### src/design/atan2pa_pkg.sv
// Shared types and constants for the atan2 polynomial approximation core.
// Used by atan2pa_div, atan2pa_poly and atan2_polynomial_approx_core.
`default_nettype none

package atan2pa_pkg;

    // Default field geometry
    localparam int COMP_WIDTH_DEF      = 16;
    localparam int ANGLE_FRAC_BITS_DEF = 13;

    // Ratio format: unsigned, 16 fraction bits, one integer bit for 1.0
    localparam int FRAC_W = 16;
    localparam int QUO_W  = FRAC_W + 1;

    // Internal polynomial word: signed, 16 fraction bits
    localparam int PW = 18;

    // Polynomial coefficients, Q0.16
    localparam logic signed [PW-1:0] COEF_C1 = -18'sd3047;
    localparam logic signed [PW-1:0] COEF_C2 = 18'sd10441;
    localparam logic signed [PW-1:0] COEF_C3 = 18'sd21471;

    // pi with 29 fraction bits
    localparam logic [63:0] PI_Q29 = 64'd1686629713;

    // Octant and sign information that rides along with each request
    typedef struct packed {
        logic x_zero;
        logic x_neg;
        logic y_neg;
        logic y_pos;
        logic swap;
    } flags_t;

endpackage

`default_nettype wire

### src/design/atan2pa_poly.sv
// Six-stage polynomial pipeline: r = a + a*s*((c1*s + c2)*s - c3), s = a*a,
// then r scaled to the angle fraction width. Depends on atan2pa_pkg.
`default_nettype none

module atan2pa_poly
    import atan2pa_pkg::*;
#(
    parameter int ANGLE_FRAC_BITS = ANGLE_FRAC_BITS_DEF
) (
    input  wire logic                     aclk,
    input  wire logic                     aresetn,
    input  wire logic                     en,
    input  wire logic                     in_valid,
    input  wire flags_t                   in_flags,
    input  wire logic [QUO_W-1:0]         in_a,
    output logic                          out_valid,
    output flags_t                        out_flags,
    output logic [ANGLE_FRAC_BITS:0]      out_r
);

    localparam int WW = QUO_W + ANGLE_FRAC_BITS;

    // Scale a product back by 2^16, halves toward +infinity
    function automatic logic signed [PW-1:0] rnd16(input logic signed [2*PW-1:0] p);
        logic signed [2*PW-1:0] t;
        t = p + (2*PW)'(32768);
        return t[FRAC_W +: PW];
    endfunction

    logic                     v1_reg, v2_reg, v3_reg, v4_reg, v5_reg, v6_reg;
    flags_t                   f1_reg, f2_reg, f3_reg, f4_reg, f5_reg, f6_reg;
    logic signed [PW-1:0]     a1_reg, a2_reg, a3_reg, a4_reg, a5_reg;
    logic signed [PW-1:0]     s1_reg, s2_reg, s3_reg;
    logic signed [PW-1:0]     t2_reg, t3_reg, t4_reg, t5_reg;
    logic [ANGLE_FRAC_BITS:0] rf6_reg;

    logic signed [PW-1:0]     a0;
    logic signed [PW-1:0]     s1_next, t2_next, t3_next, t4_next, t5_next;
    logic signed [PW:0]       r_sum;
    logic [QUO_W-1:0]         r_mag;
    logic [WW-1:0]            r_wide;
    logic [ANGLE_FRAC_BITS:0] rf6_next;

    assign a0      = $signed({1'b0, in_a});
    assign s1_next = rnd16(a0 * a0);
    assign t2_next = rnd16(COEF_C1 * s1_reg) + COEF_C2;
    assign t3_next = rnd16(t2_reg * s2_reg) - COEF_C3;
    assign t4_next = rnd16(t3_reg * s3_reg);
    assign t5_next = rnd16(t4_reg * a4_reg);

    // r = a + t, clamp below at zero, then round to the angle fraction width
    assign r_sum    = {a5_reg[PW-1], a5_reg} + {t5_reg[PW-1], t5_reg};
    assign r_mag    = r_sum[PW] ? '0 : r_sum[QUO_W-1:0];
    assign r_wide   = {r_mag, {ANGLE_FRAC_BITS{1'b0}}} + WW'(32768);
    assign rf6_next = r_wide[FRAC_W +: ANGLE_FRAC_BITS + 1];

    always_ff @(posedge aclk) begin
        if (!aresetn) begin
            v1_reg <= 1'b0;
            v2_reg <= 1'b0;
            v3_reg <= 1'b0;
            v4_reg <= 1'b0;
            v5_reg <= 1'b0;
            v6_reg <= 1'b0;
        end else if (en) begin
            v1_reg <= in_valid;
            v2_reg <= v1_reg;
            v3_reg <= v2_reg;
            v4_reg <= v3_reg;
            v5_reg <= v4_reg;
            v6_reg <= v5_reg;
        end
    end

    always_ff @(posedge aclk) begin
        if (en) begin
            f1_reg  <= in_flags;
            a1_reg  <= a0;
            s1_reg  <= s1_next;

            f2_reg  <= f1_reg;
            a2_reg  <= a1_reg;
            s2_reg  <= s1_reg;
            t2_reg  <= t2_next;

            f3_reg  <= f2_reg;
            a3_reg  <= a2_reg;
            s3_reg  <= s2_reg;
            t3_reg  <= t3_next;

            f4_reg  <= f3_reg;
            a4_reg  <= a3_reg;
            t4_reg  <= t4_next;

            f5_reg  <= f4_reg;
            a5_reg  <= a4_reg;
            t5_reg  <= t5_next;

            f6_reg  <= f5_reg;
            rf6_reg <= rf6_next;
        end
    end

    assign out_valid = v6_reg;
    assign out_flags = f6_reg;
    assign out_r     = rf6_reg;

endmodule

`default_nettype wire

### config.mk
export PLATFORM = sky130hd
export DESIGN_NAME = atan2pa_poly
export DESIGN_NICKNAME = d
export VERILOG_FILES = /design/src/design/atan2pa_pkg.sv /design/src/design/atan2pa_poly.sv
export SDC_FILE = /design/constraint.sdc
export NUM_CORES = 2
export LEC_CHECK = 0
export ABC_CLOCK_PERIOD_IN_PS = 10400
export BUFFER_PORTS_ARGS = -buffer_cell sky130_fd_sc_hd__buf_2
export CAP_MARGIN = 20
export CORE_MARGIN = 4
export CORE_UTILIZATION = 30
export DETAILED_ROUTE_END_ITERATION = 7
export PLACE_DENSITY = 0.52
export SETUP_SLACK_MARGIN = 0.15
export SYNTH_ARGS = -nofsm -noshare
export SYNTH_HDL_FRONTEND = slang
export SYNTH_SLANG_ARGS = --single-unit
### constraint.sdc
create_clock -name aclk -period 10.4 [get_ports aclk]
set_clock_uncertainty 0.05 [all_clocks]
set_input_delay 2.08 -clock aclk [delete_from_list [all_inputs] [get_ports aclk]]
set_output_delay 2.08 -clock aclk [all_outputs]
set_load 0.02 [all_outputs]
==> results.py <==
metrics = {
    "run_status": {
        "status": "complete, no violations",
    },
    "cts": {
        "insertion_delay_ps": 590,
        "post_cts_buffers": 0,
        "cts_buffers": 35,
        "cts_tree": "done",
        "root_buffer": "clkbuf_16",
        "clkTransAtPathRegs_ps": 60,
        "cts.htree.levels": 2,
        "cts.path.max_buffers": 3,
        "clock_sinks": 260,
        "cts.repair.resized": 0,
        "cts_hold_buf": 0,
    },
    "yosys": {
        "syn_area_per_cell_sq_um": 10.1,
        "ys_seq_elements": 260,
        "yosys.area.top_type": "fa_1",
        "synthArstFlopShare": 0,
        "syn-cell-area_sq_um": 54000,
        "synth-edff-count": 254,
        "yosys_warnings": 0,
        "synth.area.top_cells": "fa_1 43%, edfxtp_1 14%, ha_1 12%",
        "ys_types": 91,
        "ys_seq_area_frac": 0.144,
        "synth_flop_cell": "edfxtp_1",
        "syn_inst": 5350,
        "syn-num-nets": 7062,
        "synth_top_area_share": 0.428,
    },
    "placed_design": {
        "dp_worst_setup_slack_ps": 1490,
        "gp_congestion": 0.805,
        "place_hpwl_mm": 96.5,
        "dp.cells": 7615,
        "io_buffers": 45,
    },
    "sta": {
        "fmaxAchievable_mhz": 120,
        "hold_viol_final": 0,
        "worst_pin_slew_ps": 1040,
        "rsz0062_at_grt": "false",
        "setup_viol": 0,
        "post-route-period-util": 0.800,
        "worst_slack_ps": 2080,
        "setup_tns_ps": 0,
        "fin_crit_ps": 8320,
        "drv_slew": 0,
        "relSlewSlack": 0.310,
    },
    "final_layout": {
        "fillCellCount": 18359,
        "syn2layout_area_growth_pct": 7.38,
        "antenna_cells": 0,
        "stdcell_count": 7678,
        "multi_input_area_sq_um": 40600,
        "seq_area_sq_um": 7750,
        "final_layout_size_suffix_gt1_frac": 0.0363,
        "fin_util": 0.325,
        "nets": 7009,
    },
    "floorplan": {
        "start_util": 0.302,
        "io_pins": 46,
        "die_area_sq_um": 187000,
        "die_h_microns": 432,
        "placementRows": 155,
        "fp.dieW_microns": 432,
        "core_sq_um": 179000,
    },
    "grt": {
        "grt_pass1_vias": 38305,
        "grt_pass1_wl_mm": 202,
        "grtUsageTotal": 0.134,
        "antenna_found_initial": 1,
        "grt_overflow": 0,
        "grt_max_degree": 150,
    },
    "detailed_routing": {
        "drt-vias-per-instance": 4.47,
        "drt.antenna.violating_nets": 0,
        "finalWirelength_mm": 121,
        "vias": 34317,
        "first_iter_violations": 1578,
        "drcViolationCount": 0,
        "routedWlPerCell_microns": 15.7,
        "first_pass_iters": 6,
    },
    "setup_path": {
        "cpPeakStageDelay_ps": 520,
        "worst_path_max_delay_cell": "fa_1",
        "r2r_setup_slack_ps": 2160,
        "crit_fanout": 14,
        "cp.arrival_ps": 8600,
        "cp.required_ps": 10680,
        "cp_common_cell": "fa_1",
        "end_kind": "register",
        "crit_path_start_kind": "primary input",
        "critPathKind": "in2reg",
    },
    "min_path": {
        "hold_path_class": "reg2reg",
    },
    "job": {
        "maxCapViolCount": 0,
    },
}
-- final cells by class --
cell class / count / area share
multi-input cells: 3575 / 0.700
flip-flops and latches: 260 / 0.134
inverters: 1339 / 0.0867
well taps: 2355 / 0.0508
clock buffers: 36 / 0.0152
repair buffers: 86 / 0.00958
clock inverters: 27 / 0.00455
-- logic make-up (layout without fill, tap and decap cells) --
group	count (synthesis)	after routing	synth area share
DFF	260	260	0.144
adders and majority gates	1686	1686	0.551
and+or+nand+nor	1400	1400	0.128
xor gates and xnor gates	196	196	0.0318
muxes	23	23	0.00454
buffers and inverters	1515	1488	0.105
AOI/OAI and AO/OA	270	270	0.0349
-- cell usage in the layout (no fill, tap or decap), types with 7 or more instances in the layout --
cell type	count
a211oi_1	9
ha_1	531
a21oi_1	69
nand2b_1	32
xor2_1	54
xnor2_1	142
nand3_1	35
buf_2	44
clkbuf_16	35
mux2_2	12
or3_1	9
inv_1	1339
o21ai_0	48
nand2_1	597
and2_1	470
inv_6	7
clkinv_2	9
o21a_1	23
edfxtp_1	254
nand4_1	8
nor3_1	30
mux2i_1	11
and3_1	23
o211ai_1	7
or2_2	12
fa_1	1155
nor2_1	128
a21o_1	26
buf_4	40
o31ai_1	7
nor2b_1	26
-- synth_stat cells, types with 11 or more instances --
cell type	n
mux2i_1	11
mux2_2	12
nor2_1	128
inv_1	1339
and3_1	23
clkbuf_1	171
or2_2	12
xor2_1	54
and2_1	470
xnor2_1	142
a21o_1	26
a21oi_1	69
nor2b_1	26
nor3_1	30
o21ai_0	48
nand2b_1	32
edfxtp_1	254
nand2_1	597
o21a_1	23
ha_1	531
fa_1	1155
nand3_1	35
-- worst max-delay path: cells and delay by family --
family	cells	cell delay (ps)
XOR/XNOR	1	80
buffers and inverters	6	710
adder cells (fa/ha/maj)	7	3040
AO/OA/AOI/OAI	9	2100
AND/OR/NAND/NOR	3	580
-- final timing paths --
kind / from / to / depth (start not counted)
max: in_a[5] / s1_reg[17] / 26
min: a1_reg[4] / a2_reg[4] / 0
max reg2reg: s2_reg[6] / t3_reg[16] / 24
min reg2reg: a1_reg[4] / a2_reg[4] / 0
-- per-layer routing --
layer  wire length, microns  vias to the layer above  GRT usage
met5                      0                        -          0
met4                   1950                        0     0.0246
met3                   3860                      112     0.0131
met2                  61700                      480      0.241
met1                  53100                    17845      0.176
li1                       -                    15880          -
-- per-stage QoR --
step | instance area [sq um] | hold WS (ps)
after floorplan | 54000 | 350
after global placement | 56800 | 351
after detailed placement | 56800 | 355
after CTS | 58000 | 350
after global routing | 58000 | 353
final | 58000 | 358
Power is not shown: default switching activity piles up to over one toggle a cycle in this logic, so the estimate is an artifact.
