File: config.mk
export PLATFORM = sky130hd
export DESIGN_NAME = atan2pa_div
export DESIGN_NICKNAME = d
export VERILOG_FILES = /design/src/design/atan2pa_pkg.sv /design/src/design/atan2pa_div.sv
export SDC_FILE = /design/constraint.sdc
export NUM_CORES = 1
export LEC_CHECK = 0
export BUFFER_PORTS_ARGS = -buffer_cell sky130_fd_sc_hd__buf_2
export CAP_MARGIN = 15
export CORE_ASPECT_RATIO = 0.75
export CORE_MARGIN = 10
export CORE_UTILIZATION = 52
export DETAILED_ROUTE_END_ITERATION = 10
export PLACE_DENSITY_LB_ADDON = 0.08
export SLEW_MARGIN = 20
export SYNTH_ARGS = -nofsm -noshare
export SYNTH_HDL_FRONTEND = slang
export SYNTH_SLANG_ARGS = --single-unit
File: constraint.sdc
create_clock -name aclk -period 10.4 [get_ports aclk]
set_clock_uncertainty 0.2 [all_clocks]
set_input_delay 3.12 -clock aclk [delete_from_list [all_inputs] [get_ports aclk]]
set_output_delay 3.12 -clock aclk [all_outputs]
set_load 0.005 [all_outputs]
File: src/design/atan2pa_pkg.sv
// Shared types and constants for the atan2 polynomial approximation core.
// Used by atan2pa_div, atan2pa_poly and atan2_polynomial_approx_core.
`default_nettype none

package atan2pa_pkg;

    // Default field geometry
    localparam int COMP_WIDTH_DEF      = 16;
    localparam int ANGLE_FRAC_BITS_DEF = 13;

    // Ratio format: unsigned, 16 fraction bits, one integer bit for 1.0
    localparam int FRAC_W = 16;
    localparam int QUO_W  = FRAC_W + 1;

    // Internal polynomial word: signed, 16 fraction bits
    localparam int PW = 18;

    // Polynomial coefficients, Q0.16
    localparam logic signed [PW-1:0] COEF_C1 = -18'sd3047;
    localparam logic signed [PW-1:0] COEF_C2 = 18'sd10441;
    localparam logic signed [PW-1:0] COEF_C3 = 18'sd21471;

    // pi with 29 fraction bits
    localparam logic [63:0] PI_Q29 = 64'd1686629713;

    // Octant and sign information that rides along with each request
    typedef struct packed {
        logic x_zero;
        logic x_neg;
        logic y_neg;
        logic y_pos;
        logic swap;
    } flags_t;

endpackage

`default_nettype wire

File: src/design/atan2pa_div.sv
// Pipelined restoring divider: a = round(mn * 2^16 / mx), one quotient bit per stage.
// Depends on atan2pa_pkg (QUO_W, FRAC_W, flags_t).
`default_nettype none

module atan2pa_div
    import atan2pa_pkg::*;
#(
    parameter int COMP_WIDTH = COMP_WIDTH_DEF
) (
    input  wire logic                  aclk,
    input  wire logic                  aresetn,
    input  wire logic                  en,
    input  wire logic                  in_valid,
    input  wire flags_t                in_flags,
    input  wire logic [COMP_WIDTH-1:0] in_mn,
    input  wire logic [COMP_WIDTH-1:0] in_mx,
    output logic                       out_valid,
    output flags_t                     out_flags,
    output logic [QUO_W-1:0]           out_quo
);

    localparam int NW = COMP_WIDTH + QUO_W;

    // Numerator with the half-divisor added for round-to-nearest
    logic [NW-1:0] num;
    assign num = NW'({in_mn, {FRAC_W{1'b0}}}) + NW'(in_mx >> 1);

    logic                  vld_reg [QUO_W];
    flags_t                flg_reg [QUO_W];
    logic [COMP_WIDTH-1:0] rem_reg [QUO_W];
    logic [COMP_WIDTH-1:0] mx_reg  [QUO_W];
    logic [QUO_W-1:0]      lo_reg  [QUO_W];
    logic [QUO_W-1:0]      q_reg   [QUO_W];

    for (genvar k = 0; k < QUO_W; k++) begin : g_stage
        logic                  v_i;
        flags_t                f_i;
        logic [COMP_WIDTH-1:0] rem_i;
        logic [COMP_WIDTH-1:0] mx_i;
        logic [QUO_W-1:0]      lo_i;
        logic [QUO_W-1:0]      q_i;
        logic [COMP_WIDTH:0]   sh;
        logic [COMP_WIDTH:0]   diff;
        logic                  ge;
        logic [COMP_WIDTH-1:0] rem_next;
        logic [QUO_W-1:0]      q_next;

        if (k == 0) begin : g_first
            // Top bits of the numerator are already below the divisor
            assign v_i   = in_valid;
            assign f_i   = in_flags;
            assign rem_i = num[NW-1 -: COMP_WIDTH];
            assign mx_i  = in_mx;
            assign lo_i  = num[QUO_W-1:0];
            assign q_i   = '0;
        end else begin : g_next
            assign v_i   = vld_reg[k-1];
            assign f_i   = flg_reg[k-1];
            assign rem_i = rem_reg[k-1];
            assign mx_i  = mx_reg[k-1];
            assign lo_i  = lo_reg[k-1];
            assign q_i   = q_reg[k-1];
        end

        assign sh       = {rem_i, lo_i[QUO_W-1]};
        assign diff     = sh - {1'b0, mx_i};
        assign ge       = (sh >= {1'b0, mx_i});
        assign rem_next = ge ? diff[COMP_WIDTH-1:0] : sh[COMP_WIDTH-1:0];
        assign q_next   = {q_i[QUO_W-2:0], ge};

        always_ff @(posedge aclk) begin
            if (!aresetn) begin
                vld_reg[k] <= 1'b0;
            end else if (en) begin
                vld_reg[k] <= v_i;
            end
        end

        always_ff @(posedge aclk) begin
            if (en) begin
                flg_reg[k] <= f_i;
                rem_reg[k] <= rem_next;
                mx_reg[k]  <= mx_i;
                lo_reg[k]  <= {lo_i[QUO_W-2:0], 1'b0};
                q_reg[k]   <= q_next;
            end
        end
    end

    assign out_valid = vld_reg[QUO_W-1];
    assign out_flags = flg_reg[QUO_W-1];
    assign out_quo   = q_reg[QUO_W-1];

endmodule

`default_nettype wire

==> key figures, run 1 <==
Run status
  – Run status: finished clean

CTS
  – Root buffer cell: clkbuf_16
  – Post-CTS sizing: 0
  – TritonCTS clock tree: yes
  – Clk pin slew, worst setup/hold paths: 0.06 ns
  – Clock Latency Late Sink: 0.65 ns
  – CTS Hold Bufs: 0
  – Clock sinks: 767
  – H-tree depth: 3
  – TritonCTS Buffers: 77
  – # Post-CTS Setup Buffers: 0
  – Longest Clk Path Bufs: 3

Place
  – Placed Area: roughly 41000 µm²
  – Routability cong.: 0.872
  – Dpl ws: 4.11 ns
  – Hpwl dp: around 64000 µm
  – Port buffer count: between 60 and 70

Global routing
  – Gr ovfl total: 0
  – Met2 Usage GRT: 0.279
  – Grt peak-use layer: met1
  – Gr usage total: 0.197
  – Pin count of the biggest net entering global routing: about 150
  – Met1 usage: 0.305
  – Initial antenna violation count: 3
  – Vias in the first global route: 24401
  – Met3 Use GR: 0.0350
  – First-pass GRT wire length: roughly 140000 µm

Synth
  – Post-synthesis cell count: ~3200
  – Top cells by area, synth: edfxtp_1 58%, ha_1 8.6%, mux2_2 4.5%
  – Syn_area_per_cell: roughly 13 µm²
  – Flops & latches, synth: 767
  – Post-Syn Area: 39800 µm²
  – Post-synth top cells: 766 x edfxtp_1, 325 x inv_1, 272 x ha_1, 179 x nor2_1, 177 x a21oi_1
  – Largest area contributor in the netlist: edfxtp_1
  – Synth warn: 0
  – Netlist cell types: 82
  – Post-synth top area share: 0.578
  – Post-synthesis sequential area ratio: 0.579
  – Most numerous cell in the Yosys netlist: edfxtp_1
  – Main flop type after synthesis: edfxtp_1
  – Post-synth ARST share: 0
  – Synth Net Count: 3483
  – Post-synth EDFFs: roughly 770

Power
  – Power Dens Cells: 297 nW/µm²
  – Max rail drop VDD: 0.158 mV
  – Final Total Pwr: 13.0 mW
  – P_leak: 17.3 nW

Timing
  – Fin worst setup slack: ~4.7 ns
  – Final cycle utilization of the critical path: 0.545
  – Period minus WS final: between 5 and 6 ns
  – F_max: ~0.18 GHz
  – RSZ-0062 raised after global routing: no
  – Fin. max-slew vios: 0
  – Setup TNS: 0 ns
  – Worst slew margin: 0.225
  – Worst-Margin Slew: around 1.2 ns
  – Hold Fails Final Rpt: 0
  – Final setup vio count: 0

Die
  – Die Width: 339 µm
  – Die Span Y: between 200 and 300 µm
  – Core footprint: ~76000 µm²
  – Row cnt: slightly below 90
  – Top Ports: 64
  – Die ar.: around 88000 µm²
  – Starting Density: 0.527

Critical path
  – Reg2reg path depth: 9
  – Capture point of the worst reg-to-reg path: rem_reg[0][98]$_DFFE_PP_
  – Startpoint types: primary input
  – Crit Path Max Fanout: 14
  – CP arrival: ~5.9 ns
  – Data required, critical path: ~11 ns
  – Flop2flop setup slack: around 6.3 ns
  – CP endpoint kind: flip-flop
  – Worst setup path end: rem_reg[0][14]$_DFFE_PP_
  – Kind of critical path: in2reg
  – Worst Setup SP: in_mx[10]
  – Reg2reg start: mx_reg[0][91]$_DFFE_PP_

Min path
  – Tightest Hold Check Type: reg2reg

Job
  – Max-cap check violation count: 0

Routing
  – Post-Route WL: 87800 µm
  – Routed WL per cell: 20.2 µm
  – ANT nets after route: 0
  – DRT iter0 DRCs: approximately 2100
  – Post-route DRC: 0
  – Mean number of vias per cell: approximately 5.7
  – Routed vias: about 25000
  – DR pass1 iterations: 5

Final layout
  – Final #Nets: ~3600
  – Layout cells sized above 1: 0.121
  – Core Util, Final: 0.580
  – Post-route cell area: approximately 44000 µm²
  – Layout area overhead: 10.1%
[layout make-up]
type,instances,area [µm²]
Antenna cell,1,2.50
Clock buffer,92,1980
Clock inverter,49,468
Fill cell,6148,31700
Inverter,326,1220
Multi-Input combinational cell,2016,15300
Sequential cell,767,23000
Tap cell,1023,1280
Timing Repair Buffer,77,480
[metrics by stage]
stage | cells | hold WS (ns)
after CTS | 4350 | 0.217
after global routing | 4350 | 0.222
after detailed placement | 4209 | 0.205
after floorplan | 3154 | 0.200
final | 4351 | 0.212
after global placement | 4209 | 0.200
[how the worst min path moves through the flow]
stage	start	to	slack (ns)	depth (start not counted)
after global placement	flg_reg[0][68]$_DFFE_PP_	flg_reg[0][73]$_DFFE_PP_	0.20	0
after floorplan	flg_reg[0][5]$_DFFE_PP_	flg_reg[0][10]$_DFFE_PP_	0.20	0
after global routing	q_reg[0][189]$_DFFE_PP_	q_reg[0][207]$_DFFE_PP_	0.22	0
after CTS	q_reg[0][178]$_DFFE_PP_	q_reg[0][196]$_DFFE_PP_	0.22	0
after detailed placement	flg_reg[0][37]$_DFFE_PP_	flg_reg[0][42]$_DFFE_PP_	0.20	0
final	flg_reg[0][61]$_DFFE_PP_	flg_reg[0][66]$_DFFE_PP_	0.21	0
[layout by cell type (no fill, tap or decap), drive strengths merged, types with 26 or more instances in the layout]
| master | synthesis | layout |
|---|---|---|
| nor3 | 48 | 48 |
| edfxtp | 766 | 766 |
| o21a | 75 | 75 |
| a21oi | 177 | 177 |
| mux2i | 40 | 40 |
| o31a | 26 | 26 |
| inv | 326 | 330 |
| and3 | 34 | 34 |
| nand2b | 27 | 27 |
| nand2 | 150 | 150 |
| buf | 18 | 77 |
| clkbuf | 27 | 92 |
| clkinv | 0 | 35 |
| a31oi | 30 | 30 |
| nor2 | 180 | 180 |
| nor2b | 60 | 60 |
| nand3 | 51 | 51 |
| xnor2 | 107 | 107 |
| xor2 | 46 | 46 |
| a21o | 57 | 57 |
| mux2 | 165 | 165 |
| o21ai | 147 | 147 |
| a211oi | 30 | 30 |
| ha | 272 | 272 |
[routing by layer]
metal  part of all wire  up-vias
li1                   -    12014
met1               0.51    12123
met2               0.41      646
met3              0.060      135
met4              0.025        2
met5            0.00015        -
[critical path, stage by stage]
cell and delay, ns:
buf_2 0.09, inv_1 0.05, ha_1 0.37, nand4_1 0.28, nor4_1 0.71, o41a_1 0.44, nor2_2 0.11, inv_2 0.29
mux2_2 0.39
[power breakdown]
part / internal, mW / leakage (nW) / switching, mW
Combinational: 2.51 / 8.60 / 2.98
Sequential: 4.42 / 7.51 / 0.423
Clock: 1.49 / 1.18 / 1.20
Total: 8.42 / 17.3 / 4.60
[logic make-up after synthesis]
| kind of cell | after synthesis | share of synthesized area |
|---|---|---|
| buffers and inverters | 371 | 0.0360 |
| AO/OA/AOI/OAI | 701 | 0.117 |
| multiplexers | 205 | 0.0573 |
| XOR/XNOR | 153 | 0.0337 |
| flip-flops | 767 | 0.579 |
| adder cells (fa/ha/maj) | 288 | 0.0936 |
| AND/OR/NAND/NOR | 669 | 0.0835 |
(Power assumes the default switching activity.)
==> run 2, diff against run 1 <==
clock period = 5.1 ns   (was 10.4 ns; I/O delays follow)
==> run 2 against run 1 <==
Compared with the run above: sequential power increased by 100%; clock-buffer cell count increased by 4; critical path type is now reg2reg; largest power group unchanged; combinational power grew 110%; global-route usage is 1.0 points higher; setup slack got worse by 3.8 ns; first-iteration DRC count is 16% higher; worst hold slack got worse by 0.0059 ns; largest cell class unchanged; highest routed layer unchanged.
==> key figures, run 2 (synthesis gave the netlist of run 1 again) <==
Run status
  – Run status: finished clean

Timing
  – Worst-Margin Slew: 1.17 ns (+0.00984 ns)
  – Hold Fails Final Rpt: 0 (unchanged)
  – Fin worst setup slack: 0.977 ns (-3.76 ns)
  – Period minus WS final: roughly 4.1 ns
  – RSZ-0062 raised after global routing: no
  – Worst slew margin: 0.210 (-0.0149)
  – Fin. max-slew vios: 0 (unchanged)
  – Setup TNS: 0 ns (unchanged)
  – Final setup vio count: 0 (unchanged)
  – F_max: approximately 0.24 GHz
  – Final cycle utilization of the critical path: 0.809
  – Hold WS: 0.206 ns (-0.00590 ns)

Critical path
  – Reg2reg path depth: 9 (unchanged)
  – Buf/Inv on CP: 2 (-1)
  – Crit Path Max Fanout: 21 (+7)
  – Worst path top cell family by delay: simple AND/OR/NAND/NOR gates
  – CP peak stage delay: 0.84 ns (+0.13 ns)
  – CP arrival: 4.32 ns (-1.54 ns)
  – Crit path cell chain: inv_1, ha_1, nand3_1, or2_2, nor4_1, nor4b_1, a22oi_1, buf_4, mux2_2
  – Critical Path Stages: 9 (unchanged)
  – Kind of critical path: reg2reg
  – Startpoint types: flip-flop
  – Data required, critical path: 5.29 ns (-5.31 ns)
  – CP max stage cell: nor4_1
  – Reg2reg start: mx_reg[0][76]$_DFFE_PP_
  – Capture point of the worst reg-to-reg path: rem_reg[0][90]$_DFFE_PP_
  – Flop2flop setup slack: 0.98 ns (-5.29 ns)
  – CP endpoint kind: flip-flop

Place
  – Placed Cells: 4220 (+0.26%)
  – Port buffer count: 63 (unchanged)
  – Dpl ws: 0.446 ns (-3.66 ns)
  – Placed Area: 41500 µm² (+0.31%)
  – Hpwl dp: 69300 µm (+7.5%)
  – Routability cong.: 0.911 (+4.4%)

Min path
  – HP Start: flg_reg[0][58]$_DFFE_PP_
  – WHS Endpoint: flg_reg[0][63]$_DFFE_PP_
  – Hold depth: 0 (unchanged)
  – Tightest Hold Check Type: reg2reg

Final layout
  – Post-route cell area: 44000 µm² (+0.40%)
  – Final #Nets: 3606 (+0.33%)
  – Layout cells sized above 1: 0.123 (+0.00177)
  – Commonest non-fill, non-tap cells in the layout: 766 x edfxtp_1, 325 x inv_1, 272 x ha_1
  – Cell Count, Final, Fillers Out: 4359 (+0.18%)
  – Core Util, Final: 0.582 (+0.00233)
  – Layout area overhead: 10.6%
  – Antenna cell count: 0 (-1)
  – Commonest non-fill, non-tap cell in the layout: edfxtp_1

Routing
  – ANT nets after route: 0 (unchanged)
  – Routed WL per cell: 21.3 µm (+5.4%)
  – DR pass1 iterations: 5 (unchanged)
  – Routed vias: 25400 (+1.9%)
  – Post-route DRC: 0 (unchanged)
  – Mean number of vias per cell: 5.83 (+1.7%)
  – DRT iter0 DRCs: 2425 (+16%)
  – Post-Route WL: 92800 µm (+5.6%)

CTS
  – # Post-CTS Setup Buffers: 0 (unchanged)
  – Clk pin slew, worst setup/hold paths: 0.07 ns (about the same)
  – TritonCTS clock tree: yes
  – Post-CTS sizing: 0 (unchanged)
  – Clock sinks: 767 (unchanged)
  – CTS Hold Bufs: 0 (unchanged)
  – Longest Clk Path Bufs: 3 (unchanged)
  – Root buffer cell: clkbuf_16
  – H-tree depth: 3 (unchanged)
  – TritonCTS Buffers: 78 (+1.3%)
  – Clock Latency Late Sink: 0.65 ns (about the same)

Die
  – Row cnt: 87 (unchanged)
  – Top Ports: 64 (unchanged)
  – Die Span Y: 260 µm (unchanged)
  – Starting Density: 0.527 (unchanged)
  – Core footprint: 75500 µm² (unchanged)
  – Die Width: 339 µm (unchanged)
  – Die ar.: 88100 µm² (unchanged)

Power
  – Power Dens Cells: 614 nW/µm² (+110%)
  – Final Total Pwr: 27.0 mW (+110%)
  – Max rail drop VDD: 0.301 mV (+90%)
  – P_leak: 17.4 nW (+0.58%)

Global routing
  – First-pass GRT wire length: 144000 µm (+4.4%)
  – Gr ovfl total: 0 (unchanged)
  – Pin count of the biggest net entering global routing: 119 (-22%)
  – Vias in the first global route: 24075 (-1.3%)
  – Gr usage total: 0.207 (+0.0101)
  – Initial antenna violation count: 2 (-1)

Job
  – Max-cap check violation count: 0 (unchanged)
## run 2: cell count changes in the layout (fill, tap and decap cells not counted), moves of 2 or more
cell	before	now
buf_12	4	7
buf_4	10	18
bufinv_16	4	7
clkbuf_1	15	18
clkinv_1	14	12
clkinv_2	16	14
clkinvlp_4	6	2
## run 2: per-layer routing
| metal | vias to the layer above | routed length, µm | GRT usage |
|---|---|---|---|
| li1 | 12042 | - | - |
| met1 | 12483 | 50600 | 0.357 |
| met2 | 768 | 34400 | 0.262 |
| met3 | 105 | 6350 | 0.0309 |
| met4 | 2 | 1340 | 0.0405 |
| met5 | - | 13 | 0 |
## run 2: worst max-delay path by stage
stage / from / endpoint
after floorplan: in_mx[6] / rem_reg[0][13]$_DFFE_PP_
after global placement: in_mx[1] / rem_reg[0][6]$_DFFE_PP_
after detailed placement: in_mx[1] / rem_reg[0][14]$_DFFE_PP_
after CTS: in_mx[1] / rem_reg[0][14]$_DFFE_PP_
after global routing: mx_reg[0][76]$_DFFE_PP_ / rem_reg[0][83]$_DFFE_PP_
final: mx_reg[0][76]$_DFFE_PP_ / rem_reg[0][90]$_DFFE_PP_
## run 2: layout make-up
type	count	area [µm²]
Fill cell	6199	31600
Sequential cell	767	23000
Multi-Input combinational cell	2016	15300
Clock buffer	96	2020
Tap cell	1023	1280
Inverter	326	1220
Timing Repair Buffer	88	601
Clock inverter	43	498
## run 2: where the power goes
group / total (mW) / switching, mW / internal, mW / leakage (nW)
clock network: 5.67 / 2.46 / 3.21 / 1.22
registers: 9.86 / 0.851 / 9.01 / 7.51
logic: 11.5 / 6.31 / 5.16 / 8.66
total: 27.0 / 9.62 / 17.4 / 17.4
==> run 3, diff against run 2 <==
ABC_AREA = 1   (was default)
clock period = 3.55 ns   (was 5.1 ns; I/O delays follow)
==> run 3 against run 2 <==
Compared with the run above: sequential power up 45%; worst hold slack better by 0.0029 ns; die area up 12%; clock power up 57%; sequential share of layout area down 5.8 points; power up 51%; fmax up 46%; utilization down 0.60 points; largest cell class unchanged; register-to-register slack worse by 0.26 ns; wire length up 21%.
==> key figures, run 3 <==
Run status
  – Run status: finished clean

Synth
  – Netlist cell types: 45 (-45%)
  – Post-synth top area share: 0.511 (-0.0674)
  – Post-synth ARST share: 0 (unchanged)
  – Synth Net Count: 5583 (+60%)
  – Post-synth top cells: 1956 x nand2_1, 1004 x inv_1, 766 x edfxtp_1, 377 x nand3_1, 272 x ha_1
  – Post-Syn Area: 45000 µm² (+13%)
  – Top cells by area, synth: edfxtp_1 51%, nand2_1 16%, inv_1 8.4%
  – Most numerous cell in the Yosys netlist: nand2_1
  – Post-synthesis sequential area ratio: 0.511 (-0.0674)
  – Post-synth EDFFs: 766 (unchanged)
  – Synth warn: 0 (unchanged)
  – Syn_area_per_cell: 8.57 µm² (-32%)
  – Post-synthesis cell count: 5254 (+67%)
  – Largest area contributor in the netlist: edfxtp_1
  – Main flop type after synthesis: edfxtp_1
  – Flops & latches, synth: 767 (unchanged)

Timing
  – Worst slew margin: 0.542 (+0.332)
  – Worst-Margin Slew: 0.685 ns (-0.484 ns)
  – Final setup vio count: 0 (unchanged)
  – Fin worst setup slack: 0.718 ns (-0.259 ns)
  – F_max: 0.353 GHz (+46%)
  – Final cycle utilization of the critical path: 0.798 (-0.0107)
  – Fin. max-slew vios: 0 (unchanged)
  – Setup TNS: 0 ns (unchanged)
  – Period minus WS final: 2.83 ns (-1.29 ns)
  – RSZ-0062 raised after global routing: no
  – Hold Fails Final Rpt: 0 (unchanged)

Global routing
  – Met1 usage: 0.349 (-0.00803)
  – Gr usage total: 0.223 (+0.0161)
  – Grt peak-use layer: met1
  – Vias in the first global route: 30227 (+26%)
  – Initial antenna violation count: 2 (unchanged)
  – Gr ovfl total: 0 (unchanged)
  – Pin count of the biggest net entering global routing: 86 (-28%)
  – Met2 Usage GRT: 0.319 (+0.0563)
  – Met3 Use GR: 0.0361 (+0.00517)
  – First-pass GRT wire length: 174000 µm (+21%)

Place
  – Hpwl dp: 86800 µm (+25%)
  – Port buffer count: 63 (unchanged)
  – Routability cong.: 0.928 (+1.9%)
  – Dpl ws: 0.413 ns (-0.0332 ns)

Critical path
  – Kind of critical path: reg2reg
  – CP max stage cell: edfxtp_1
  – CP most frequent cell: nand2_1
  – Crit path cell chain: ha_1, nand2_1, nor2_1, nand3_1, nand3_1, nand2_1, nand2_2, inv_2, nand2_1, nand2_1
  – CP peak stage delay: 0.47 ns (-0.37 ns)
  – Crit Path Max Fanout: 20 (-4.8%)
  – Startpoint types: flip-flop
  – Data required, critical path: 3.71 ns (-1.58 ns)
  – CP endpoint kind: flip-flop
  – CP arrival: 2.99 ns (-1.33 ns)

Final layout
  – Commonest non-fill, non-tap cells in the layout: 1956 x nand2_1, 1004 x inv_1, 766 x edfxtp_1
  – Layout area overhead: 9.91%
  – Final #Nets: 5707 (+58%)
  – Antenna cell count: 0 (unchanged)
  – Layout cells sized above 1: 0.0643 (-0.0589)
  – Commonest non-fill, non-tap cell in the layout: nand2_1

CTS
  – H-tree depth: 3 (unchanged)
  – # Post-CTS Setup Buffers: 0 (unchanged)
  – TritonCTS Buffers: 79 (+1.3%)
  – Clock Latency Late Sink: 0.65 ns (about the same)
  – Longest Clk Path Bufs: 3 (unchanged)
  – Clk pin slew, worst setup/hold paths: 0.07 ns (about the same)
  – Post-CTS sizing: 0 (unchanged)
  – TritonCTS clock tree: yes
  – Root buffer cell: clkbuf_16
  – Clock sinks: 767 (unchanged)
  – CTS Hold Bufs: 0 (unchanged)

Die
  – Die ar.: 98900 µm² (+12%)
  – Die Width: 360 µm (+6.0%)
  – Die Span Y: 275 µm (+5.9%)
  – Starting Density: 0.524 (-0.00227)
  – Row cnt: 93 (+6.9%)
  – Top Ports: 64 (unchanged)
  – Core footprint: 85900 µm² (+14%)

Power
  – Combinational power share: 0.433 (+0.008)
  – Power Dens Cells: 826 nW/µm² (+34%)
  – Switch Pwr: 16.9 mW (+76%)
  – Seq pwr share: 0.349 (-0.016)
  – Clock Power Share: 0.218 (+0.008)
  – P_leak: 24.7 nW (+42%)
  – Internal Power: 23.9 mW (+38%)
  – Net Sw Frac: 0.414 (+0.0575)
  – Max rail drop VDD: 0.369 mV (+23%)

Routing
  – DRT iter0 DRCs: 3123 (+29%)
  – DR pass1 iterations: 5 (unchanged)
  – Routed WL per cell: 17.1 µm (-20%)
  – Mean number of vias per cell: 5.08 (-13%)
  – Post-Route WL: 112000 µm (+21%)
  – ANT nets after route: 0 (unchanged)
  – Routed vias: 33456 (+32%)
  – Post-route DRC: 0 (unchanged)

Min path
  – Tightest Hold Check Type: reg2reg

Job
  – Max-cap check violation count: 0 (unchanged)
## run 3: per-layer routing
metal / wire length, µm / part of all wire / vias up
met5: 0 / 0 / -
li1: - / - / 16997
met4: 2260 / 0.020 / 0
met2: 45100 / 0.40 / 985
met3: 7930 / 0.071 / 126
met1: 56900 / 0.51 / 15348
## run 3: critical path, delay by kind of cell, from the launching register on
kind | cells | cell delay [ns]
AND/OR/NAND/NOR | 8 | 1.22
flip-flops | 1 | 0.47
adder cells (fa/ha/maj) | 1 | 0.40
buffers and inverters | 1 | 0.24
## run 3: kinds of logic after synthesis
family	count (synthesis)	synth area share
AND/OR/NAND/NOR	2840	0.269
buffers and inverters	1080	0.0964
flip-flops	767	0.511
adder cells (fa/ha/maj)	288	0.0827
AO/OA/AOI/OAI	179	0.0211
XOR/XNOR	100	0.0195
## run 3: worst paths after layout
kind                                                from                        end  slack [ns]  depth (start not counted)
worst max-delay path            rem_reg[0][84]$_DFFE_PP_  rem_reg[0][111]$_DFFE_PP_        0.72                         10
worst max register to register  rem_reg[0][84]$_DFFE_PP_  rem_reg[0][111]$_DFFE_PP_        0.72                         10
worst min-delay path             q_reg[0][205]$_DFFE_PP_    q_reg[0][223]$_DFFE_PP_        0.21                          0
worst min register to register   q_reg[0][205]$_DFFE_PP_    q_reg[0][223]$_DFFE_PP_        0.21                          0
## run 3: power groups by stage
stage          combinational, mW  clock (mW)  sequential (mW)
4_1_cts                     17.5        9.11             14.3
3_3_place_gp                17.3           0             14.4
6_report                    17.7        8.89             14.3
5_1_grt                     20.1        9.48             14.4
3_5_place_dp                17.4           0             14.4
2_1_floorplan               13.3           0             13.6
## run 3: layout make-up
type	count	area, µm²
clock buffer	89	2040
clock inverter	54	728
fill	7741	36400
inverter	1019	3830
multi-input combinational	3407	17700
sequential	767	23000
tap	1140	1430
timing repair buffer	104	783
## run 3: per-stage QoR
| stage | instance area (µm²) | cells | hold slack (ns) | total power, mW | util |
|---|---|---|---|---|---|
| floorplan | 45000 | 5254 | 0.200 | 26.9 | - |
| global placement | 46700 | 6437 | 0.200 | 31.7 | 0.544 |
| detailed placement | 46700 | 6437 | 0.205 | 31.8 | 0.544 |
| CTS | 49500 | 6580 | 0.209 | 40.9 | 0.576 |
| global route | 49500 | 6580 | 0.215 | 44.0 | 0.576 |
| finish | 49500 | 6580 | 0.209 | 40.9 | 0.576 |
